==> src/hw/rtl/line_padding_bit_packer_assert.svh <==
// ---------------------------------------------------------------------------
// line padding bit packer assertion macros
// shared assertion forms, clocked on clk and muted during rst
// ---------------------------------------------------------------------------
`ifndef LINE_PADDING_BIT_PACKER_ASSERT_SVH
`define LINE_PADDING_BIT_PACKER_ASSERT_SVH

// property that must hold at every edge out of reset
`define LPBP_ASSERT(lbl, prop, msg) \
  lbl: assert property (@(posedge clk) disable iff (rst) (prop)) else $error(msg);

// condition at one edge implies a condition at the next edge
`define LPBP_ASSERT_NEXT(lbl, ante, cons, msg) \
  lbl: assert property (@(posedge clk) disable iff (rst) (ante) |=> (cons)) else $error(msg);

`endif

==> src/hw/rtl/lpbp_pkg.sv <==
`timescale 1ns / 1ps
// ---------------------------------------------------------------------------
// lpbp_pkg
// types and constants shared by the line padding bit packer modules
// ---------------------------------------------------------------------------
package lpbp_pkg;

  // register map indexes
  localparam logic REG_LINE_BYTES = 1'b0;
  localparam logic REG_VALID_BITS = 1'b1;

  localparam logic [7:0]  LINE_BYTES_RST = 8'd5;
  localparam logic [10:0] VALID_BITS_RST = 11'd36;

  localparam int unsigned QUEUE_DEPTH_DEF = 2;

  typedef struct packed {
    logic [7:0]  line_bytes;
    logic [10:0] valid_bits;
  } cfg_t;

  // one classified item: kept bits (masked), how many, frame end
  typedef struct packed {
    logic [7:0] bits;
    logic [3:0] take;
    logic       last;
  } entry_t;

endpackage

==> src/hw/rtl/lpbp_queue.sv <==
`timescale 1ns / 1ps
// ---------------------------------------------------------------------------
// lpbp_queue
// small register fifo between the classifier and the packer
// ---------------------------------------------------------------------------
module lpbp_queue
  import lpbp_pkg::*;
#(
  parameter int unsigned DEPTH = QUEUE_DEPTH_DEF
) (
  input  logic   clk,
  input  logic   rst,
  input  logic   push_valid,
  output logic   push_ready,
  input  entry_t push_entry,
  output logic   pop_valid,
  input  logic   pop_ready,
  output entry_t pop_entry
);

  localparam int unsigned PW = (DEPTH > 1) ? $clog2(DEPTH) : 1;
  localparam int unsigned CW = $clog2(DEPTH + 1);

  entry_t        slots [DEPTH];
  logic [PW-1:0] wr_ptr;
  logic [PW-1:0] rd_ptr;
  logic [CW-1:0] cnt;
  logic          push;
  logic          pop;

  assign push_ready = (cnt != CW'(DEPTH));
  assign pop_valid  = (cnt != '0);
  assign pop_entry  = slots[rd_ptr];
  assign push       = push_valid && push_ready;
  assign pop        = pop_valid && pop_ready;

  always_ff @(posedge clk) begin
    if (push) begin
      slots[wr_ptr] <= push_entry;
    end
  end

  always_ff @(posedge clk) begin
    if (rst) begin
      wr_ptr <= '0;
      rd_ptr <= '0;
      cnt    <= '0;
    end else begin
      if (push) begin
        wr_ptr <= (wr_ptr == PW'(DEPTH - 1)) ? '0 : wr_ptr + 1'b1;
      end
      if (pop) begin
        rd_ptr <= (rd_ptr == PW'(DEPTH - 1)) ? '0 : rd_ptr + 1'b1;
      end
      unique case ({push, pop})
        2'b10:   cnt <= cnt + 1'b1;
        2'b01:   cnt <= cnt - 1'b1;
        default: cnt <= cnt;
      endcase
    end
  end

endmodule

==> src/hw/rtl/lpbp_front.sv <==
`timescale 1ns / 1ps
// ---------------------------------------------------------------------------
// lpbp_front
// tracks the byte position in the line and works out the kept bits of each item
// ---------------------------------------------------------------------------
module lpbp_front
  import lpbp_pkg::*;
(
  input  logic       clk,
  input  logic       rst,
  input  cfg_t       cfg,
  input  logic       in_valid,
  output logic       in_ready,
  input  logic [7:0] in_byte,
  input  logic       frame_end,
  output logic       q_valid,
  input  logic       q_ready,
  output entry_t     q_entry
);

  logic [7:0]  byte_in_line;
  logic [7:0]  byte_in_line_next;
  logic [11:0] line_bits;
  logic [11:0] keep;
  logic [11:0] done_bits;
  logic [11:0] left;
  logic [3:0]  take;
  logic        accept;

  // zero line length counts as 256 bytes
  assign line_bits = (cfg.line_bytes == 8'd0) ? 12'd2048 : {1'b0, cfg.line_bytes, 3'b000};
  assign keep      = ({1'b0, cfg.valid_bits} > line_bits) ? line_bits
                                                          : {1'b0, cfg.valid_bits};
  assign done_bits = {1'b0, byte_in_line, 3'b000};
  assign left      = keep - done_bits;

  always_comb begin
    if (keep <= done_bits) begin
      take = 4'd0;
    end else if (left > 12'd8) begin
      take = 4'd8;
    end else begin
      take = left[3:0];
    end
  end

  assign q_valid       = in_valid;
  assign in_ready      = q_ready;
  assign q_entry.bits  = in_byte & ~(8'hFF << take);
  assign q_entry.take  = take;
  assign q_entry.last  = frame_end;
  assign accept        = in_valid && q_ready;

  always_comb begin
    byte_in_line_next = byte_in_line + 8'd1;
    if (byte_in_line_next == cfg.line_bytes || frame_end) begin
      byte_in_line_next = 8'd0;
    end
  end

  always_ff @(posedge clk) begin
    if (rst) begin
      byte_in_line <= 8'd0;
    end else if (accept) begin
      byte_in_line <= byte_in_line_next;
    end
  end

endmodule

==> src/hw/rtl/lpbp_back.sv <==
`timescale 1ns / 1ps
// ---------------------------------------------------------------------------
// lpbp_back
// packs kept bits into bytes and holds up to two results for the output
// ---------------------------------------------------------------------------
`include "line_padding_bit_packer_assert.svh"

module lpbp_back
  import lpbp_pkg::*;
(
  input  logic       clk,
  input  logic       rst,
  input  logic       q_valid,
  output logic       q_ready,
  input  entry_t     q_entry,
  output logic       out_valid,
  input  logic       out_ready,
  output logic [7:0] out_byte,
  output logic       out_last
);

  logic [6:0]  acc;
  logic [2:0]  acc_cnt;
  logic [14:0] sum;
  logic [3:0]  tot;
  logic [6:0]  rem_acc;
  logic        emit_a;
  logic        emit_b;
  logic [1:0]  n_res;

  logic [7:0]  ob_byte [2];
  logic        ob_last [2];
  logic [1:0]  ob_cnt;
  logic [7:0]  ob_byte_next [2];
  logic        ob_last_next [2];
  logic [1:0]  ob_cnt_next;
  logic [1:0]  base;
  logic        pop;
  logic        q_pop;

  // merge new bits above the pending ones
  assign sum     = {8'd0, acc} | ({7'd0, q_entry.bits} << acc_cnt);
  assign tot     = {1'b0, acc_cnt} + q_entry.take;
  assign emit_a  = tot[3];
  assign rem_acc = emit_a ? sum[14:8] : sum[6:0];
  assign emit_b  = q_entry.last && (tot[2:0] != 3'd0);
  assign n_res   = {1'b0, emit_a} + {1'b0, emit_b};

  assign out_valid = (ob_cnt != 2'd0);
  assign out_byte  = ob_byte[0];
  assign out_last  = ob_last[0];
  assign pop       = out_valid && out_ready;
  assign base      = ob_cnt - {1'b0, pop};
  assign q_ready   = ({1'b0, base} + {1'b0, n_res}) <= 3'd2;
  assign q_pop     = q_valid && q_ready;

  always_comb begin
    ob_byte_next[0] = pop ? ob_byte[1] : ob_byte[0];
    ob_last_next[0] = pop ? ob_last[1] : ob_last[0];
    ob_byte_next[1] = ob_byte[1];
    ob_last_next[1] = ob_last[1];
    ob_cnt_next     = base;
    if (q_pop) begin
      ob_cnt_next = base + n_res;
      if (emit_a) begin
        ob_byte_next[base[0]] = sum[7:0];
        ob_last_next[base[0]] = q_entry.last && !emit_b;
        if (emit_b) begin
          ob_byte_next[1] = {1'b0, rem_acc};
          ob_last_next[1] = 1'b1;
        end
      end else if (emit_b) begin
        ob_byte_next[base[0]] = {1'b0, rem_acc};
        ob_last_next[base[0]] = 1'b1;
      end
    end
  end

  always_ff @(posedge clk) begin
    ob_byte[0] <= ob_byte_next[0];
    ob_byte[1] <= ob_byte_next[1];
    ob_last[0] <= ob_last_next[0];
    ob_last[1] <= ob_last_next[1];
  end

  always_ff @(posedge clk) begin
    if (rst) begin
      ob_cnt  <= 2'd0;
      acc     <= 7'd0;
      acc_cnt <= 3'd0;
    end else begin
      ob_cnt <= ob_cnt_next;
      if (q_pop) begin
        acc     <= q_entry.last ? 7'd0 : rem_acc;
        acc_cnt <= q_entry.last ? 3'd0 : tot[2:0];
      end
    end
  end

  `LPBP_ASSERT(a_ob_bound, ob_cnt <= 2'd2, "output buffer overfilled")
  `LPBP_ASSERT(a_acc_clean, (acc >> acc_cnt) == 7'd0, "stray bits above pending count")
  `LPBP_ASSERT_NEXT(a_frame_flush, q_pop && q_entry.last, acc_cnt == 3'd0, "no flush at frame end")

endmodule

==> src/hw/rtl/line_padding_bit_packer.sv <==
`timescale 1ns / 1ps
// ---------------------------------------------------------------------------
// line_padding_bit_packer
// keeps the leading bits of each line and packs them into a byte stream
// ---------------------------------------------------------------------------
// usage
//   s_tdata[7:0] carries one input byte per item, s_tlast marks frame end
//   m_tdata[7:0] carries one packed byte, m_tlast marks the frame's last byte
//   apb port: line_bytes at 0x0, valid_bits at 0x4, pready always high
// timing
//   one item per cycle sustained while m_tready is high; an accepted item
//   is registered in the queue, then in the output buffer, on its way to m_tdata
//   a frame end that flushes a partial byte after a full one gives two
//   result items; the second follows the first out of the output buffer
//   throughput is set by the packer, which retires one queue item per cycle
//   while its two-entry output buffer has room
// reset
//   rst clears line position, pending bits, queue and output buffer, and
//   loads line_bytes = 5, valid_bits = 36
// stall
//   when m_tready is low the output buffer fills, the packer holds, the
//   queue fills and s_tready drops; nothing is lost
// ---------------------------------------------------------------------------
module line_padding_bit_packer
  import lpbp_pkg::*;
#(
  parameter int unsigned QUEUE_DEPTH = QUEUE_DEPTH_DEF
) (
  input  logic        clk,
  input  logic        rst,
  // input stream
  input  logic        s_tvalid,
  output logic        s_tready,
  input  logic [7:0]  s_tdata,  // [7:0] in_byte
  input  logic        s_tlast,  // frame_end
  // output stream
  output logic        m_tvalid,
  input  logic        m_tready,
  output logic [7:0]  m_tdata,  // [7:0] out_byte
  output logic        m_tlast,  // out_last
  // configuration
  input  logic        psel,
  input  logic        penable,
  input  logic        pwrite,
  input  logic [2:0]  paddr,
  input  logic [31:0] pwdata,
  output logic [31:0] prdata,
  output logic        pready
);

  cfg_t   cfg;
  logic   cfg_wr;
  logic   reg_sel;
  logic   q_in_valid;
  logic   q_in_ready;
  entry_t q_in_entry;
  logic   q_out_valid;
  logic   q_out_ready;
  entry_t q_out_entry;

  // register select is the word index; low address bits are ignored
  assign reg_sel = paddr[2];
  assign pready  = 1'b1;
  assign cfg_wr  = psel && penable && pwrite && pready;

  always_ff @(posedge clk) begin
    if (rst) begin
      cfg.line_bytes <= LINE_BYTES_RST;
      cfg.valid_bits <= VALID_BITS_RST;
    end else if (cfg_wr) begin
      unique case (reg_sel)
        REG_LINE_BYTES: cfg.line_bytes <= pwdata[7:0];
        REG_VALID_BITS: cfg.valid_bits <= pwdata[10:0];
        default:        cfg <= cfg;
      endcase
    end
  end

  always_comb begin
    unique case (reg_sel)
      REG_LINE_BYTES: prdata = {24'd0, cfg.line_bytes};
      REG_VALID_BITS: prdata = {21'd0, cfg.valid_bits};
      default:        prdata = 32'd0;
    endcase
  end

  // front: line position and kept-bit count per item
  lpbp_front u_front (
    .clk       (clk),
    .rst       (rst),
    .cfg       (cfg),
    .in_valid  (s_tvalid),
    .in_ready  (s_tready),
    .in_byte   (s_tdata),
    .frame_end (s_tlast),
    .q_valid   (q_in_valid),
    .q_ready   (q_in_ready),
    .q_entry   (q_in_entry)
  );

  // decouples the classifier from the packer
  lpbp_queue #(
    .DEPTH (QUEUE_DEPTH)
  ) u_queue (
    .clk        (clk),
    .rst        (rst),
    .push_valid (q_in_valid),
    .push_ready (q_in_ready),
    .push_entry (q_in_entry),
    .pop_valid  (q_out_valid),
    .pop_ready  (q_out_ready),
    .pop_entry  (q_out_entry)
  );

  // back: bit accumulation, byte emission and frame flush
  lpbp_back u_back (
    .clk       (clk),
    .rst       (rst),
    .q_valid   (q_out_valid),
    .q_ready   (q_out_ready),
    .q_entry   (q_out_entry),
    .out_valid (m_tvalid),
    .out_ready (m_tready),
    .out_byte  (m_tdata),
    .out_last  (m_tlast)
  );

endmodule
==> config.mk <==
export PLATFORM = sky130hd
export DESIGN_NAME = line_padding_bit_packer
export DESIGN_NICKNAME = d
export VERILOG_FILES = /design/src/hw/rtl/lpbp_pkg.sv /design/src/hw/rtl/lpbp_queue.sv /design/src/hw/rtl/lpbp_front.sv /design/src/hw/rtl/lpbp_back.sv /design/src/hw/rtl/line_padding_bit_packer.sv
export VERILOG_INCLUDE_DIRS = /design/src /design/src/hw/rtl
export SDC_FILE = /design/constraint.sdc
export NUM_CORES = 1
export LEC_CHECK = 0
export ABC_AREA = 0
export BUFFER_PORTS_ARGS = -buffer_cell sky130_fd_sc_hd__clkbuf_2
export CORE_MARGIN = 10
export CORE_UTILIZATION = 55
export DETAILED_ROUTE_END_ITERATION = 10
export HOLD_SLACK_MARGIN = 0.1
export PLACE_DENSITY = 0.81
export SETUP_SLACK_MARGIN = 0.02
export SLEW_MARGIN = 20
export SYNTH_ARGS = -nofsm -noshare
export SYNTH_HDL_FRONTEND = slang
export SYNTH_HIERARCHICAL = 1
export SYNTH_SLANG_ARGS = --single-unit
==> constraint.sdc <==
create_clock -name clk -period 4.75 [get_ports clk]
set_input_delay 1.1875 -clock clk [delete_from_list [all_inputs] [get_ports clk]]
set_output_delay 1.1875 -clock clk [all_outputs]
set_load 0.02 [all_outputs]
# Yosys cells after proc, flatten, opt, wreduce, memory -nomap -nowiden
# Memories as Yosys holds them, arrays and structs flattened. A register that Yosys moved wholly into a read port is not among the register bits.
# Cells that the tools add are included.
totals:
  reg_bits: 43
  mem_bits_rw: 44
  input_bits: 51
  output_inout_bits: 44
  elab_cells: 92
  mem_count: 3
mem_list:
  columns: ["memory", "words", "word_bits", "rd", "rd_ports_with_merged_regs", "write_ports", "line_no", "rtl"]
  rows:
  - ["u_queue.slots", 2, 13, 1, 1, 1, "lpbp_queue.sv:24", "entry_t slots [DEPTH];"]
  - ["u_back.ob_byte", 2, 8, 2, 0, 2, "lpbp_back.sv:31", "logic [7:0] ob_byte [2];"]
  - ["u_back.ob_last", 2, 1, 2, 0, 2, "lpbp_back.sv:32", "logic ob_last [2];"]
op_classes:
  addsub: 11
  n_lt_le_gt_ge: 6
  eq_ne: 4
  shift: 2
  muxes: 34
  n_bitwise: 6
  n_reduce_logical: 17
ops:
  columns: ["operator", "n"]
  rows:
  - ["one-hot mux 32 bit (2 select lines)", 1]
  - ["two-way mux 16 bit", 3]
  - ["bitwise mux 16 bit", 2]
  - ["two-way mux 8 bit", 4]
  - ["two-way mux 12 bit", 2]
  - ["bitwise OR 7 x 15 -> 15 bit", 1]
  - ["left shift 8 x 3 -> 15 bit", 1]
  - ["two-way mux 7 bit", 2]
  - ["greater-than comparator 11 x 12 -> 1 bit", 1]
  - ["greater-than comparator 12 x 4 -> 1 bit (second input constant)", 1]
  - ["<= comparator 12 x 11 -> 1 bit", 1]
  - ["subtractor 12 x 11 -> 12 bit", 1]
  - ["two-way mux 1 bit", 9]
  - ["adder 8 x 1 -> 8 bit (second input constant)", 1]
  - ["bitwise AND 8 bit", 1]
  - ["demux 8 bit (select 1 bit)", 1]
  - ["equality test 8 bit", 1]
  - ["logical AND 1 bit", 8]
  - ["zero test 8 bit", 1]
  - ["two-way mux 2 bit", 4]
  - ["two-way mux 4 bit", 2]
  - ["inverter 8 bit", 1]
  - ["left shift 8 x 4 -> 8 bit (first input constant)", 1]
  - ["nonzero test 2 bit", 3]
  - ["other kinds (25)", 27]

# Depth between registers and ports, before layout
depth:
  word_depth: 12
  depth_mapped: 19
  depth_no_buf: 18

# Modules after synthesis
# The synthesis kept the hierarchy.
modules_own_cells:
  columns: ["module", "n_inst", "cells_each", "area_each_um2"]
  rows:
  - ["lpbp_back", 1, 220, 2092.0]
  - ["lpbp_front", 1, 215, 1562.7]
  - ["lpbp_queue", 1, 64, 1154.9]
  - ["line_padding_bit_packer", 1, 113, 1098.6]

# Worst setup path before layout
# Ideal clock, no wire load.
synth_timing:
  path_type: "reg-to-reg"
  start: "reg with a tool-made name"
  end: "reg u_queue.cnt[1]"
  setup_ns: 0.070
  arrival_time_ns: 4.096
  setup_slack_ns: 0.584
  path_stages_with_launch: 18
  n_path_buf: 2
  synth_period_minus_slack_ns: 4.166
  cell_sequence: "dfxtp_1 buf_2 mux2_2 ha_1 a21o_1 a21oi_4 xnor2_2 clkbuf_1 ha_1 ha_1 inv_1 fa_1 inv_1 a21boi_0 o21a_1 ha_1 or3_1 a21oi_1"
synth_lines:
  columns: ["item", "line_no", "rtl"]
  rows:
  - ["to (signal assigned)", "lpbp_queue.sv:56", "2'b10: cnt <= cnt + 1'b1;"]
  - ["to (signal assigned)", "lpbp_queue.sv:57", "2'b01: cnt <= cnt - 1'b1;"]
  - ["to (signal assigned)", "lpbp_queue.sv:58", "default: cnt <= cnt;"]
  - ["to (decl)", "lpbp_queue.sv:27", "logic [CW-1:0] cnt;"]

==> impl_metrics.ini <==
[die]
initial_util = 0.567
die_boundary_width_um = 124
height_of_the_die_um = 124
core_region_area_um2 = 10400
ioPinCount = 95
floorplan.rows = 37
dieArea_um2 = 15300

[placement]
port-buffer-count = 49
place_congestion = 0.934
detailedPlacementHpwl_um = 10100
place_area_um2 = 6080

[layout]
layout.cells.most_common_list = dfxtp_1, nor2_1, clkbuf_2, mux2i_1, edfxtp_1
layout_commonest_cell = dfxtp_1
areaGrowthSynthToFinish_pct = 6.69
post_route_cells_drive_above_1_share = 0.212
antenna_cells_inserted = 0
final_cell_area_um2 = 6300
final_net_count = 726
utilization = 0.605

[sta]
hold_violations = 0
timing.final.setup_violations = 0
finalClockSkew_ns = 0.0144
hold-worst-slack_ns = 0.483
rsz0062_at_grt = false
tightest_slew_ns = 0.913
fin_setup_tns_ns = 0
max_freq_mhz = 225
maxSlewViolCount = 0
layout_min_cycle_time_ns = 4.45
finalCritPeriodShare = 0.936
worst_slew_margin_rel = 0.392

[clock_tree]
worstSkewPairLatency_ns = 0.37
cts-hold-fix-buffers = 0
ctsRootBufferMaster = clkbuf_8
cts-root-to-sink-buffers = 2
numCtsBuffers = 9
clkSlewWorstSetupHoldPaths_ns = 0.09
cts_tree = done
htreeDepth = 3
numClockSinks = 88

[setup_path]
critical_path.startpoint_type = flip-flop
reg2reg_slack_ns = 0.30
r2r.worst_path.cells = 16
critPathArrivalTime_ns = 4.57
regToRegStartpoint = cfg[13]
worst_path_largest_cell_delay_ns = 0.46
crit_path_max_fanout = 10
worst_setup_path_end_kind = flip-flop
worstReg2RegEnd = u_queue/slots[0][5]
criticalPathCategory = reg2reg
crit_path_frequent_cell = ha_1
critPathSlowestCell = dfxtp_1
worst_ep_required_time_ns = 4.87
crit_chain = inv_1 > ha_1 > a211oi_1 > o221ai_1 > a31oi_1 > a311o_2 > mux2i_1 > ha_1 > fa_1 > xor2_1 > nand3b_1 > mux2_2 > a211oi_2 > nand3_2 > o221a_2 > o21a_1

[synth]
postSynthAreaPerCell_um2 = 9.65
ys_ff_latch = 88
ys_seq_area_frac = 0.357
synth_enable_flop_cells = 35
post_synth_num_cell_types = 83
synthFlopType = dfxtp_1
yosysWarningCount = 6
synthesis.area_um2 = 5910
postSynthCellCount = 612
synthArstFlopShare = 0

[drt]
drt-vias-per-instance = 5.88
drt.antenna.violating_nets = 0
detail_route.drc_violations = 0
drt-initial-drc-count = 352
drt_total_wl_um = 13300
detail_route.wl_per_cell_um = 16.9
route.vias.total = 4631
dr.pass1.iters = 5

[power_and_ir_drop]
cellPowerDensity_nw_per_um2 = 521
peakVddDrop_v = 0.000240
static_leakage_power_uw = 0.00267
report.power.total_uw = 3290

[hold_path]
worst_min_delay_path_endpoint = u_back/acc[2]
hold_path.class = reg2reg
timing.hold.worst_path_depth = 1
min_from = u_back/acc[2]

[global_routing]
antenna_found_initial = 0
globalRouteTotalUtil = 0.174
vias_in_the_first_global_route = 4638
grt_start_max_net_pins = 58
grt_pass1_wl_um = 21600
gr-total-overflow = 0

[outcome]
run_status = complete, no violations

[run]
max_cap_violations = 0
==> worst max-delay path by stage <==
stage / endpoint / from / cells past startpoint / slack [ns]
after floorplan: u_queue/cnt[1] / flip-flop / 17 / 0.58
after global placement: u_queue/slots[0][3] / cfg[18] / 16 / 0.35
after detailed placement: u_queue/slots[1][3] / cfg[13] / 16 / 0.22
after CTS: u_queue/slots[0][3] / cfg[13] / 16 / 0.19
after global routing: u_queue/cnt[1] / flip-flop / 17 / 0.06
final: u_queue/slots[0][5] / cfg[13] / 16 / 0.30
==> where the power goes <==
part / leakage [uW] / switching [uW] / internal (uW) / total, uW
clock: 0.000100 / 291 / 228 / 519
combinational: 0.00180 / 951 / 692 / 1640
sequential: 0.000765 / 118 / 1010 / 1120
==> state kept, by name (all words and copies together), names as in the netlist, named ones only <==
signal	flops
u_back/ob_byte	9
u_front/byte_in_line	8
u_back/acc_cnt	3
cfg	19
u_queue/cnt	2
u_queue/slots	26
u_queue/rd_ptr	1
u_back/acc	7
u_back/ob_cnt	2
u_back/ob_last	2
u_queue/wr_ptr	1
==> Yosys cell counts, types with 3 or more instances <==
cell type  count  share of area
a211oi_1       4         0.0051
a21o_1         4         0.0051
a21oi_1       23          0.019
a22oi_1        6         0.0076
a31oi_1        7         0.0074
a32o_1         4         0.0068
a32oi_1        3         0.0044
and2_1         5         0.0053
buf_2          4         0.0034
buf_4         34          0.043
buf_6          6          0.011
clkbuf_1      13         0.0083
dfxtp_1       53           0.18
edfxtp_1      35           0.18
fa_1           3          0.010
ha_1          25          0.053
inv_1         33          0.021
mux2_2        29          0.055
mux2i_1       43          0.073
nand2_1       30          0.019
nand2b_1      33          0.035
nand3_1       11         0.0093
nand3b_1       6         0.0076
nand4_1        4         0.0042
nor2_1        50          0.032
nor2b_1        4         0.0042
nor3_1        11         0.0093
nor4_1         3         0.0032
o211ai_1       4         0.0051
o21a_1         4         0.0051
o21ai_0       18          0.015
o22ai_1        8         0.0085
o2bb2ai_2      3         0.0076
o31a_1         3         0.0044
or2_2          5         0.0053
or3_1          3         0.0032
xnor2_1       12          0.018
xor2_1         8          0.012
==> layout make-up <==
class                      count  area (um^2)
tap                          136          170
timing repair buffer          62          343
multi-input combinational    450         3340
clock inverter                 6         47.5
clock buffer                  10          149
sequential                    88         2110
fill                         862         4110
inverter                      36          138
==> stage by stage <==
| stage | setup WS [ns] | std cells |
|---|---|---|
| after floorplan | 0.584 | 632 |
| after global placement | 0.352 | 769 |
| after detailed placement | 0.218 | 769 |
| after CTS | 0.188 | 785 |
| after global routing | 0.0552 | 788 |
| final | 0.304 | 788 |
==> logic make-up (layout without fill, tap and decap cells) <==
kind of cell,after synthesis,after routing,synth area share
AND/OR/NAND/NOR,184,184,0.166
AO/OA/AOI/OAI,119,119,0.151
flip-flops,88,88,0.357
adder cells (fa/ha/maj),28,28,0.0631
other,2,22,0.00127
multiplexers,75,75,0.134
buffers and inverters,94,114,0.0902
XOR/XNOR,22,22,0.0362
==> worst max-delay path: cells and delay by family, from the launching register on <==
kind                       cells  cell delay, ns
AOI/OAI and AO/OA              7            1.82
xor gates and xnor gates       1            0.21
adders and majority gates      3            0.93
buffers and inverters          1            0.12
DFF                            1            0.46
muxes                          2            0.38
and+or+nand+nor                2            0.27
==> timing repair <==
action | CTS | global route
setup endpoints to repair | 0 | 29
gates resized for setup | 0 | 2
buffers inserted | 0 | 3
==> routing by layer <==
layer  vias to the layer above  GRT usage  share of wire
li1                       2226          -              -
met1                      2202      0.206           0.43
met2                       183      0.293           0.49
met3                        20     0.0430          0.060
met4                         0     0.0764          0.016
met5                         -          0              0
No activity file was read; power rests on OpenSTA's default activity.
